===== config.mk =====
export PLATFORM = sky130hd
export DESIGN_NAME = quantized_code_bit_packer
export DESIGN_NICKNAME = d
export VERILOG_FILES = /design/src/design/qcbp_pkg.sv /design/src/design/quantized_code_bit_packer.sv /design/src/design/qcbp_front.sv /design/src/design/qcbp_grp_queue.sv /design/src/design/qcbp_back.sv
export SDC_FILE = /design/constraint.sdc
export NUM_CORES = 2
export LEC_CHECK = 0
export ABC_AREA = 1
export BUFFER_PORTS_ARGS = -buffer_cell sky130_fd_sc_hd__buf_4
export CELL_PAD_IN_SITES_DETAIL_PLACEMENT = 0
export CELL_PAD_IN_SITES_GLOBAL_PLACEMENT = 1
export CORE_UTILIZATION = 25
export CTS_BUF_LIST = sky130_fd_sc_hd__clkbuf_4 sky130_fd_sc_hd__clkbuf_8
export DETAILED_ROUTE_END_ITERATION = 8
export PLACE_DENSITY_LB_ADDON = 0.15
export SYNTH_ARGS = -nofsm -noshare
export SYNTH_HDL_FRONTEND = slang
export SYNTH_SLANG_ARGS = --single-unit

===== constraint.sdc =====
create_clock -name clk_i -period 7.4 [get_ports clk_i]
set_clock_uncertainty 0.15 [all_clocks]
set_input_delay 0.37 -clock clk_i [delete_from_list [all_inputs] [get_ports clk_i]]
set_output_delay 0.37 -clock clk_i [all_outputs]
set_load 0.02 [all_outputs]

===== src/design/qcbp_pkg.sv =====
`timescale 1ns / 1ps
// shared types, constants and helpers for the quantized code bit packer
// no dependencies; imported by every module of the block

package qcbp_pkg;

  localparam int GroupCodes = 64;
  localparam int SmallGroup = 16;
  localparam int CodeW      = 7;
  localparam int CountW     = 7;
  localparam int IdxW       = 6;
  localparam int WordW      = 64;
  localparam int WidxW      = 3;

  // effective packing modes, bits per code
  typedef enum logic [2:0] {
    MODE_2 = 3'd2,
    MODE_3 = 3'd3,
    MODE_4 = 3'd4,
    MODE_5 = 3'd5,
    MODE_6 = 3'd6,
    MODE_7 = 3'd7
  } mode_e;

  // one bit plane per code bit, lane k holds code k
  typedef logic [CodeW-1:0][GroupCodes-1:0] plane_set_t;

  typedef struct packed {
    logic [CountW-1:0] count;
    mode_e             mode;
    logic              vec_last;
  } grp_desc_t;

  typedef struct packed {
    logic             wr_en;
    logic [IdxW-1:0]  wr_idx;
    logic [CodeW-1:0] code;
    logic             push;
    grp_desc_t        desc;
  } wr_req_t;

  typedef struct packed {
    logic       wr_ready;
    logic       rd_valid;
    logic [1:0] full;
  } q_status_t;

  function automatic logic [WidxW-1:0] words_per_group(mode_e mode);
    logic [WidxW-1:0] nw;
    case (mode)
      MODE_2:  nw = 3'd2;
      MODE_3:  nw = 3'd3;
      MODE_4:  nw = 3'd1;
      MODE_5:  nw = 3'd5;
      MODE_6:  nw = 3'd6;
      MODE_7:  nw = 3'd7;
      default: nw = 3'd2;
    endcase
    return nw;
  endfunction

endpackage


===== src/design/quantized_code_bit_packer.sv =====
`timescale 1ns / 1ps
// top level of the quantized code bit packer: front end, group queue and back end
// depends on qcbp_pkg, qcbp_front, qcbp_grp_queue, qcbp_back

// Takes one 7-bit code per cycle and gathers 64 codes (16 in 4-bit mode) into
// bit-plane banks; a group ends when full or at the code flagged last_code, and
// partial groups are zero-padded. Each finished group leaves as 1 to 7 packed
// 64-bit words (1 word for 4-bit mode, otherwise as many as code_bits), one word
// per cycle from a registered output unless stalled. Codes are accepted at one
// per cycle as long as one of the two group banks is free: a full group's words
// drain while the next group fills, so the input only stalls when groups end
// faster than their words are taken (short vectors, or a stalled output). The
// mode register is sampled when a group ends; values below 2 pack as 2-bit mode.

module quantized_code_bit_packer import qcbp_pkg::*; (
  input  logic             clk_i,
  input  logic             rst_ni,
  input  logic             cfg_we_i,
  input  logic [2:0]       cfg_wdata_i,
  input  logic             in_valid_i,
  output logic             in_ready_o,
  input  logic [CodeW-1:0] code_value_i,
  input  logic             last_code_i,
  output logic             out_valid_o,
  input  logic             out_ready_i,
  output logic [WordW-1:0] packed_word_o,
  output logic             group_last_o,
  output logic             vector_last_o
);

  wr_req_t    wr_req;
  q_status_t  q_status;
  plane_set_t rd_planes;
  grp_desc_t  rd_desc;
  logic       pop;

  qcbp_front u_front (
    .clk_i        (clk_i),
    .rst_ni       (rst_ni),
    .cfg_we_i     (cfg_we_i),
    .cfg_wdata_i  (cfg_wdata_i),
    .code_value_i (code_value_i),
    .last_code_i  (last_code_i),
    .in_valid_i   (in_valid_i),
    .in_ready_o   (in_ready_o),
    .wr_ready_i   (q_status.wr_ready),
    .wr_o         (wr_req)
  );

  qcbp_grp_queue u_queue (
    .clk_i       (clk_i),
    .rst_ni      (rst_ni),
    .wr_i        (wr_req),
    .pop_i       (pop),
    .status_o    (q_status),
    .rd_planes_o (rd_planes),
    .rd_desc_o   (rd_desc)
  );

  qcbp_back u_back (
    .clk_i         (clk_i),
    .rst_ni        (rst_ni),
    .rd_valid_i    (q_status.rd_valid),
    .rd_planes_i   (rd_planes),
    .rd_desc_i     (rd_desc),
    .pop_o         (pop),
    .packed_word_o (packed_word_o),
    .group_last_o  (group_last_o),
    .vector_last_o (vector_last_o),
    .out_valid_o   (out_valid_o),
    .out_ready_i   (out_ready_i)
  );

  // no new code while both banks hold finished groups
  assert property (@(posedge clk_i) disable iff (!rst_ni)
    ($countones(q_status.full) == 2) |-> !in_ready_o)
    else $error("code accepted with both group banks full");

  // a group's bank stays held until its final word has been loaded
  assert property (@(posedge clk_i) disable iff (!rst_ni)
    (out_valid_o && !group_last_o) |-> q_status.rd_valid)
    else $error("group bank released before its final word");

  assert property (@(posedge clk_i) disable iff (!rst_ni)
    (out_valid_o && vector_last_o) |-> group_last_o)
    else $error("vector end flagged on a non-final word");

  // a bank is released only as its final word is loaded into the output register
  assert property (@(posedge clk_i) disable iff (!rst_ni)
    pop |=> (out_valid_o && group_last_o))
    else $error("group released without its final word");

endmodule


===== src/design/qcbp_front.sv =====
`timescale 1ns / 1ps
// front end: mode register, code acceptance, fill count and group end detection
// depends on qcbp_pkg

module qcbp_front import qcbp_pkg::*; (
  input  logic             clk_i,
  input  logic             rst_ni,
  input  logic             cfg_we_i,
  input  logic [2:0]       cfg_wdata_i,
  input  logic [CodeW-1:0] code_value_i,
  input  logic             last_code_i,
  input  logic             in_valid_i,
  output logic             in_ready_o,
  input  logic             wr_ready_i,
  output wr_req_t          wr_o
);

  logic [2:0]        cfg_q, cfg_d;
  logic [CountW-1:0] fill_q, fill_d;
  logic [CountW-1:0] fill_inc;
  mode_e             mode;
  logic              accept;
  logic              grp_full;
  logic              done;

  always_comb begin
    cfg_d    = cfg_we_i ? cfg_wdata_i : cfg_q;
    mode     = (cfg_q < 3'(MODE_2)) ? MODE_2 : mode_e'(cfg_q);
    accept   = in_valid_i && wr_ready_i;
    fill_inc = fill_q + 7'd1;
    grp_full = (mode == MODE_4) ? (fill_inc >= CountW'(SmallGroup))
                                : (fill_inc >= CountW'(GroupCodes));
    done     = grp_full || last_code_i;

    wr_o.wr_en         = accept;
    wr_o.wr_idx        = fill_q[IdxW-1:0];
    wr_o.code          = code_value_i;
    wr_o.push          = accept && done;
    // a group grown past 16 before switching to 4-bit mode keeps its first 16
    wr_o.desc.count    = (mode == MODE_4 && fill_inc > CountW'(SmallGroup))
                         ? CountW'(SmallGroup) : fill_inc;
    wr_o.desc.mode     = mode;
    wr_o.desc.vec_last = last_code_i;

    fill_d = fill_q;
    if (accept) begin
      fill_d = done ? '0 : fill_inc;
    end
  end

  assign in_ready_o = wr_ready_i;

  always_ff @(posedge clk_i or negedge rst_ni) begin
    if (!rst_ni) begin
      cfg_q  <= 3'(MODE_2);
      fill_q <= '0;
    end else begin
      cfg_q  <= cfg_d;
      fill_q <= fill_d;
    end
  end

endmodule


===== src/design/qcbp_grp_queue.sv =====
`timescale 1ns / 1ps
// two-entry group queue: bit-plane banks filled code by code, drained as whole groups
// depends on qcbp_pkg

module qcbp_grp_queue import qcbp_pkg::*; (
  input  logic       clk_i,
  input  logic       rst_ni,
  input  wr_req_t    wr_i,
  input  logic       pop_i,
  output q_status_t  status_o,
  output plane_set_t rd_planes_o,
  output grp_desc_t  rd_desc_o
);

  plane_set_t bank_q [2];
  grp_desc_t  desc_q [2];
  logic       wr_ptr_q, wr_ptr_d;
  logic       rd_ptr_q, rd_ptr_d;
  logic [1:0] full_q, full_d;

  always_comb begin
    full_d   = full_q;
    wr_ptr_d = wr_ptr_q;
    rd_ptr_d = rd_ptr_q;
    if (wr_i.push) begin
      full_d[wr_ptr_q] = 1'b1;
      wr_ptr_d         = ~wr_ptr_q;
    end
    if (pop_i) begin
      full_d[rd_ptr_q] = 1'b0;
      rd_ptr_d         = ~rd_ptr_q;
    end
  end

  always_ff @(posedge clk_i or negedge rst_ni) begin
    if (!rst_ni) begin
      full_q   <= '0;
      wr_ptr_q <= 1'b0;
      rd_ptr_q <= 1'b0;
    end else begin
      full_q   <= full_d;
      wr_ptr_q <= wr_ptr_d;
      rd_ptr_q <= rd_ptr_d;
    end
  end

  // each code is scattered into its lane of every plane
  always_ff @(posedge clk_i) begin
    if (wr_i.wr_en) begin
      for (int b = 0; b < CodeW; b++) begin
        bank_q[wr_ptr_q][b][wr_i.wr_idx] <= wr_i.code[b];
      end
    end
    if (wr_i.push) begin
      desc_q[wr_ptr_q] <= wr_i.desc;
    end
  end

  assign status_o.wr_ready = !full_q[wr_ptr_q];
  assign status_o.rd_valid = full_q[rd_ptr_q];
  assign status_o.full     = full_q;
  assign rd_planes_o       = bank_q[rd_ptr_q];
  assign rd_desc_o         = desc_q[rd_ptr_q];

endmodule


===== src/design/qcbp_back.sv =====
`timescale 1ns / 1ps
// back end: forms the packed words of the head group one per cycle unless stalled, into an output register
// depends on qcbp_pkg

module qcbp_back import qcbp_pkg::*; (
  input  logic             clk_i,
  input  logic             rst_ni,
  input  logic             rd_valid_i,
  input  plane_set_t       rd_planes_i,
  input  grp_desc_t        rd_desc_i,
  output logic             pop_o,
  output logic [WordW-1:0] packed_word_o,
  output logic             group_last_o,
  output logic             vector_last_o,
  output logic             out_valid_o,
  input  logic             out_ready_i
);

  logic [WidxW-1:0]      widx_q, widx_d;
  logic                  out_valid_q, out_valid_d;
  logic [WordW-1:0]      word_q;
  logic                  grp_last_q;
  logic                  vec_last_q;

  logic [GroupCodes-1:0] mask;
  logic [CodeW-1:0]      code_c [GroupCodes];
  logic [7:0]            bytes2 [16];
  logic [7:0]            bytes5 [32];
  logic [7:0]            bytes6 [64];
  logic [WordW-1:0]      word4, w2, w5, w6;
  logic [WordW-1:0]      word;
  logic [WidxW-1:0]      nw;
  logic                  fin;
  logic                  load;

  always_comb begin
    // lanes at or beyond the fill count read as zero codes
    for (int k = 0; k < GroupCodes; k++) begin
      mask[k] = CountW'(k) < rd_desc_i.count;
      for (int b = 0; b < CodeW; b++) begin
        code_c[k][b] = rd_planes_i[b][k] & mask[k];
      end
    end

    for (int i = 0; i < 16; i++) begin
      bytes2[i] = {code_c[48+i][1:0], code_c[32+i][1:0],
                   code_c[16+i][1:0], code_c[i][1:0]};
      bytes5[i]    = {code_c[16+i][3:0], code_c[i][3:0]};
      bytes5[16+i] = {code_c[48+i][3:0], code_c[32+i][3:0]};
      // fourth slice spread over the two high bits of three bytes
      bytes6[i]    = {code_c[48+i][1:0], code_c[i][5:0]};
      bytes6[16+i] = {code_c[48+i][3:2], code_c[16+i][5:0]};
      bytes6[32+i] = {code_c[48+i][5:4], code_c[32+i][5:0]};
      bytes6[48+i] = '0;
    end

    for (int i = 0; i < 8; i++) begin
      word4[8*i +: 8] = {code_c[8+i][3:0], code_c[i][3:0]};
      w2[8*i +: 8]    = bytes2[{widx_q[0], 3'(i)}];
      w5[8*i +: 8]    = bytes5[{widx_q[1:0], 3'(i)}];
      w6[8*i +: 8]    = bytes6[{widx_q, 3'(i)}];
    end

    nw  = words_per_group(rd_desc_i.mode);
    fin = (widx_q == nw - 3'd1);

    case (rd_desc_i.mode)
      MODE_2:  word = w2;
      MODE_3:  word = fin ? (rd_planes_i[2] & mask) : w2;
      MODE_4:  word = word4;
      MODE_5:  word = fin ? (rd_planes_i[4] & mask) : w5;
      MODE_6:  word = w6;
      MODE_7:  word = fin ? (rd_planes_i[6] & mask) : w6;
      default: word = w2;
    endcase

    load        = rd_valid_i && (!out_valid_q || out_ready_i);
    pop_o       = load && fin;
    widx_d      = widx_q;
    out_valid_d = out_valid_q;
    if (load) begin
      out_valid_d = 1'b1;
      widx_d      = fin ? '0 : widx_q + 3'd1;
    end else if (out_ready_i) begin
      out_valid_d = 1'b0;
    end
  end

  always_ff @(posedge clk_i or negedge rst_ni) begin
    if (!rst_ni) begin
      widx_q      <= '0;
      out_valid_q <= 1'b0;
    end else begin
      widx_q      <= widx_d;
      out_valid_q <= out_valid_d;
    end
  end

  always_ff @(posedge clk_i) begin
    if (load) begin
      word_q     <= word;
      grp_last_q <= fin;
      vec_last_q <= fin && rd_desc_i.vec_last;
    end
  end

  assign packed_word_o = word_q;
  assign group_last_o  = grp_last_q;
  assign vector_last_o = vec_last_q;
  assign out_valid_o   = out_valid_q;

endmodule


==> results.toml <==
[drt]
routed.top_layer = "met5"
wl_per_cell_um = 29.0
wl_met3_um = 12000
drtIter0Drc = 3717
wl_met1_um = 101000
drc = 0
first_pass_iters = 5
routed_wirelength_um = 230000
vias = 39289
wl_met2_um = 110000
viasPerCell = 4.94
drtAntennaViolNets = 0

[global_route]
antenna_found_initial = 9
grt_start_max_net_pins = 129
grt_pass1_vias = 38280
grt-ovfl-total = 0
track_usage = 0.234
grt_pass1_wl_um = 316000

[sta]
min_period_over_period = 0.656
finalSetupTns_ps = 0
timing.slew.headroom = 0.203
hold_violations = 0
min_period_ps = 4860
fmax_ghz = 0.206
setup_viol = 0
rsz0062_at_grt = "false"
worst_slew_pin_slew_ps = 1190
drv_slew = 0

[power_and_ir_drop]
swShare = 0.498
pwr_density_cell_nw_per_um2 = 445
power_switching_uw = 12300
clkPwrFrac = 0.219
power.internal_uw = 12400
ir_drop_uv = 338
p_seq_frac = 0.292
power_frac_comb = 0.488
p_leak_uw = 0.0218

[job]
drv_cap = 0

[place]
gp_congestion = 0.877
dp_hpwl_um = 152000
dpl_cell_area_um2 = 51700
port_buffers = 83

[floorplanning]
initial_core_util = 0.253
die_y_um = 441
io_pins = 84
rows = 160
die_w_um = 441
die_area_um2 = 195000
core_area_um2 = 191000

[synthesis]
ys.flop_type = "edfxtp_1"
synthTopCellsByArea = "edfxtp_1 61%, nand2_1 17%, nand3_1 6.0%"
netlist-cell-type-count = 55
yosysSeqAreaShare = 0.623
ys_ff_latch = 1002
yosysTopAreaCellShare = 0.613
synth.largest_area_cell = "edfxtp_1"
netlist_area_um2 = 48200
synth_common_cells = "2151 x nand2_1, 984 x edfxtp_1, 575 x nand3_1"
ys_warn_count = 0
avgSynthCellArea_um2 = 9.34
synth_nets = 5180
synthArstFlopShare = 0.0180
synth_most_common_cell = "nand2_1"
synthCells = 5162
synth_edf_count = 984

[finish]
syn_to_final_growth_pct = 15.4
finalInstanceArea_um2 = 55600
drive_gt1_frac = 0.109
num-nets-final = 5294

[critical_path]
cp_max_fo = 106
critPathArrivalTime_ps = 5390
cp-end-kind = "flop"
crit_type = "flop to flop"
cp.required_ps = 7940
critPathLaunchType = "flop"

[clock_tree]
cts-root-buf = "clkbuf_8"
numCtsBuffers = 188
h-tree-depth = 4
clk_latency_ps = 950
cts.sinks = 1002
clk_path_buf_depth = 3
clk_pin_slew_worst_paths_ps = 70
cts_tree = "yes"
cts_resized = 0

[run_status]
status = "complete, no violations"

[hold_path]
min_path_type = "primary input to flop"
[worst paths after layout]
path,from,depth (start not counted),to,slack (ps)
worst max-delay path,u_queue.rd_ptr_q$_DFFE_PN0N_,12,u_back.packed_word_o[44]$_DFFE_PP_,2540
worst min-delay path,out_ready_i,5,u_back.out_valid_o$_DFFE_PN0P_,120
worst max register to register,u_queue.rd_ptr_q$_DFFE_PN0N_,12,u_back.packed_word_o[44]$_DFFE_PP_,2540
worst min register to register,u_front.fill_q[6]$_DFFE_PN0P_,2,u_front.fill_q[6]$_DFFE_PN0P_,350
max in group asynchronous,rst_ni,3,u_back.widx_q[1]$_DFFE_PN0P_,5850
min in group asynchronous,rst_ni,3,u_back.out_valid_o$_DFFE_PN0P_,520
[cell usage in the layout, fill, tap and decap left out, types with 9 or more instances in the layout]
cell / instances
nand2_1: 2150
edfxtp_1: 984
nand3_1: 575
nor2_1: 353
clkbuf_8: 192
buf_4: 184
a21oi_1: 167
inv_1: 132
o21ai_0: 108
nand4_1: 91
clkbuf_4: 59
clkinv_1: 53
mux2i_1: 42
nor3_1: 34
nand2_2: 32
o211ai_1: 26
clkinv_2: 24
dlygate4sd3_1: 23
o21ai_1: 21
dfrtp_1: 13
o22ai_1: 12
nor2_4: 11
inv_2: 9
[through the flow]
step / worst slack, ps / hold WS [ps] / cells / util / power [µW]
global route: 2340 / 102 / 7941 / 0.291 / 25900
detailed placement: 2520 / 127 / 7574 / 0.271 / 19400
floorplan: 1960 / -75.6 / 5162 / - / 13700
finish: 2540 / 117 / 7946 / 0.291 / 24800
CTS: 2500 / 18.0 / 7939 / 0.291 / 24900
global placement: 2510 / 126 / 7574 / 0.271 / 19400
[repair_timing]
item | in CTS | in global routing
hold endpoints to repair | 306 | 0
buffers inserted | 0 | 0
hold buffers | 23 | 0
[routing by layer]
| metal | up-vias | track usage |
|---|---|---|
| li1 | 17801 | - |
| met1 | 19811 | 0.313 |
| met2 | 1363 | 0.386 |
| met3 | 310 | 0.0317 |
| met4 | 4 | 0.0771 |
| met5 | - | 0 |
[sequential cells by signal, summed over array words and instances (netlist names)]
name	cells
u_queue.bank_q	896
u_queue.full_q	2
u_queue.wr_ptr_q	1
u_back.widx_q	3
u_front.fill_q	7
u_queue.desc_q	22
u_back.out_valid_o	1
u_queue.rd_ptr_q	1
u_back.group_last_o	1
u_front.cfg_q	3
u_back.vector_last_o	1
u_back.packed_word_o	64
[power groups by stage]
| stage | logic (µW) | clock network [µW] | registers [µW] |
|---|---|---|---|
| finish | 12100 | 5440 | 7230 |
| CTS | 12000 | 5590 | 7260 |
| global route | 12900 | 5800 | 7240 |
| global placement | 12000 | 0 | 7380 |
| floorplan | 6520 | 0 | 7210 |
| detailed placement | 12000 | 0 | 7370 |
[cell families after synthesis]
group / Yosys count / synth area share
flip-flops: 1002 / 0.623
adder cells (fa/ha/maj): 2 / 0.000519
XOR/XNOR: 8 / 0.00184
buffers and inverters: 440 / 0.0401
AND/OR/NAND/NOR: 3284 / 0.282
multiplexers: 42 / 0.00872
AO/OA/AOI/OAI: 384 / 0.0448
[area by class of cell]
class | count | area [µm²]
multi-input combinational | 3720 | 16400
sequential | 1002 | 30000
inverter | 148 | 573
timing repair buffer | 216 | 1770
antenna | 7 | 17.5
tap | 2511 | 3140
clock buffer | 251 | 3090
fill | 20278 | 135000
clock inverter | 91 | 607
[worst max-delay path, cell delays in order (launching register included)]
cell and delay (ps):
dfrtp_4 690, buf_12 400, nand2_1 120, nand2_1 330
nand2_4 200, nand2_1 100, nand2_1 60, nand2_2 130
nand3_4 390, nand2_1 970, nand2_1 570, o21ai_0 320
nand3_1 100
(Power assumes the default switching activity.)
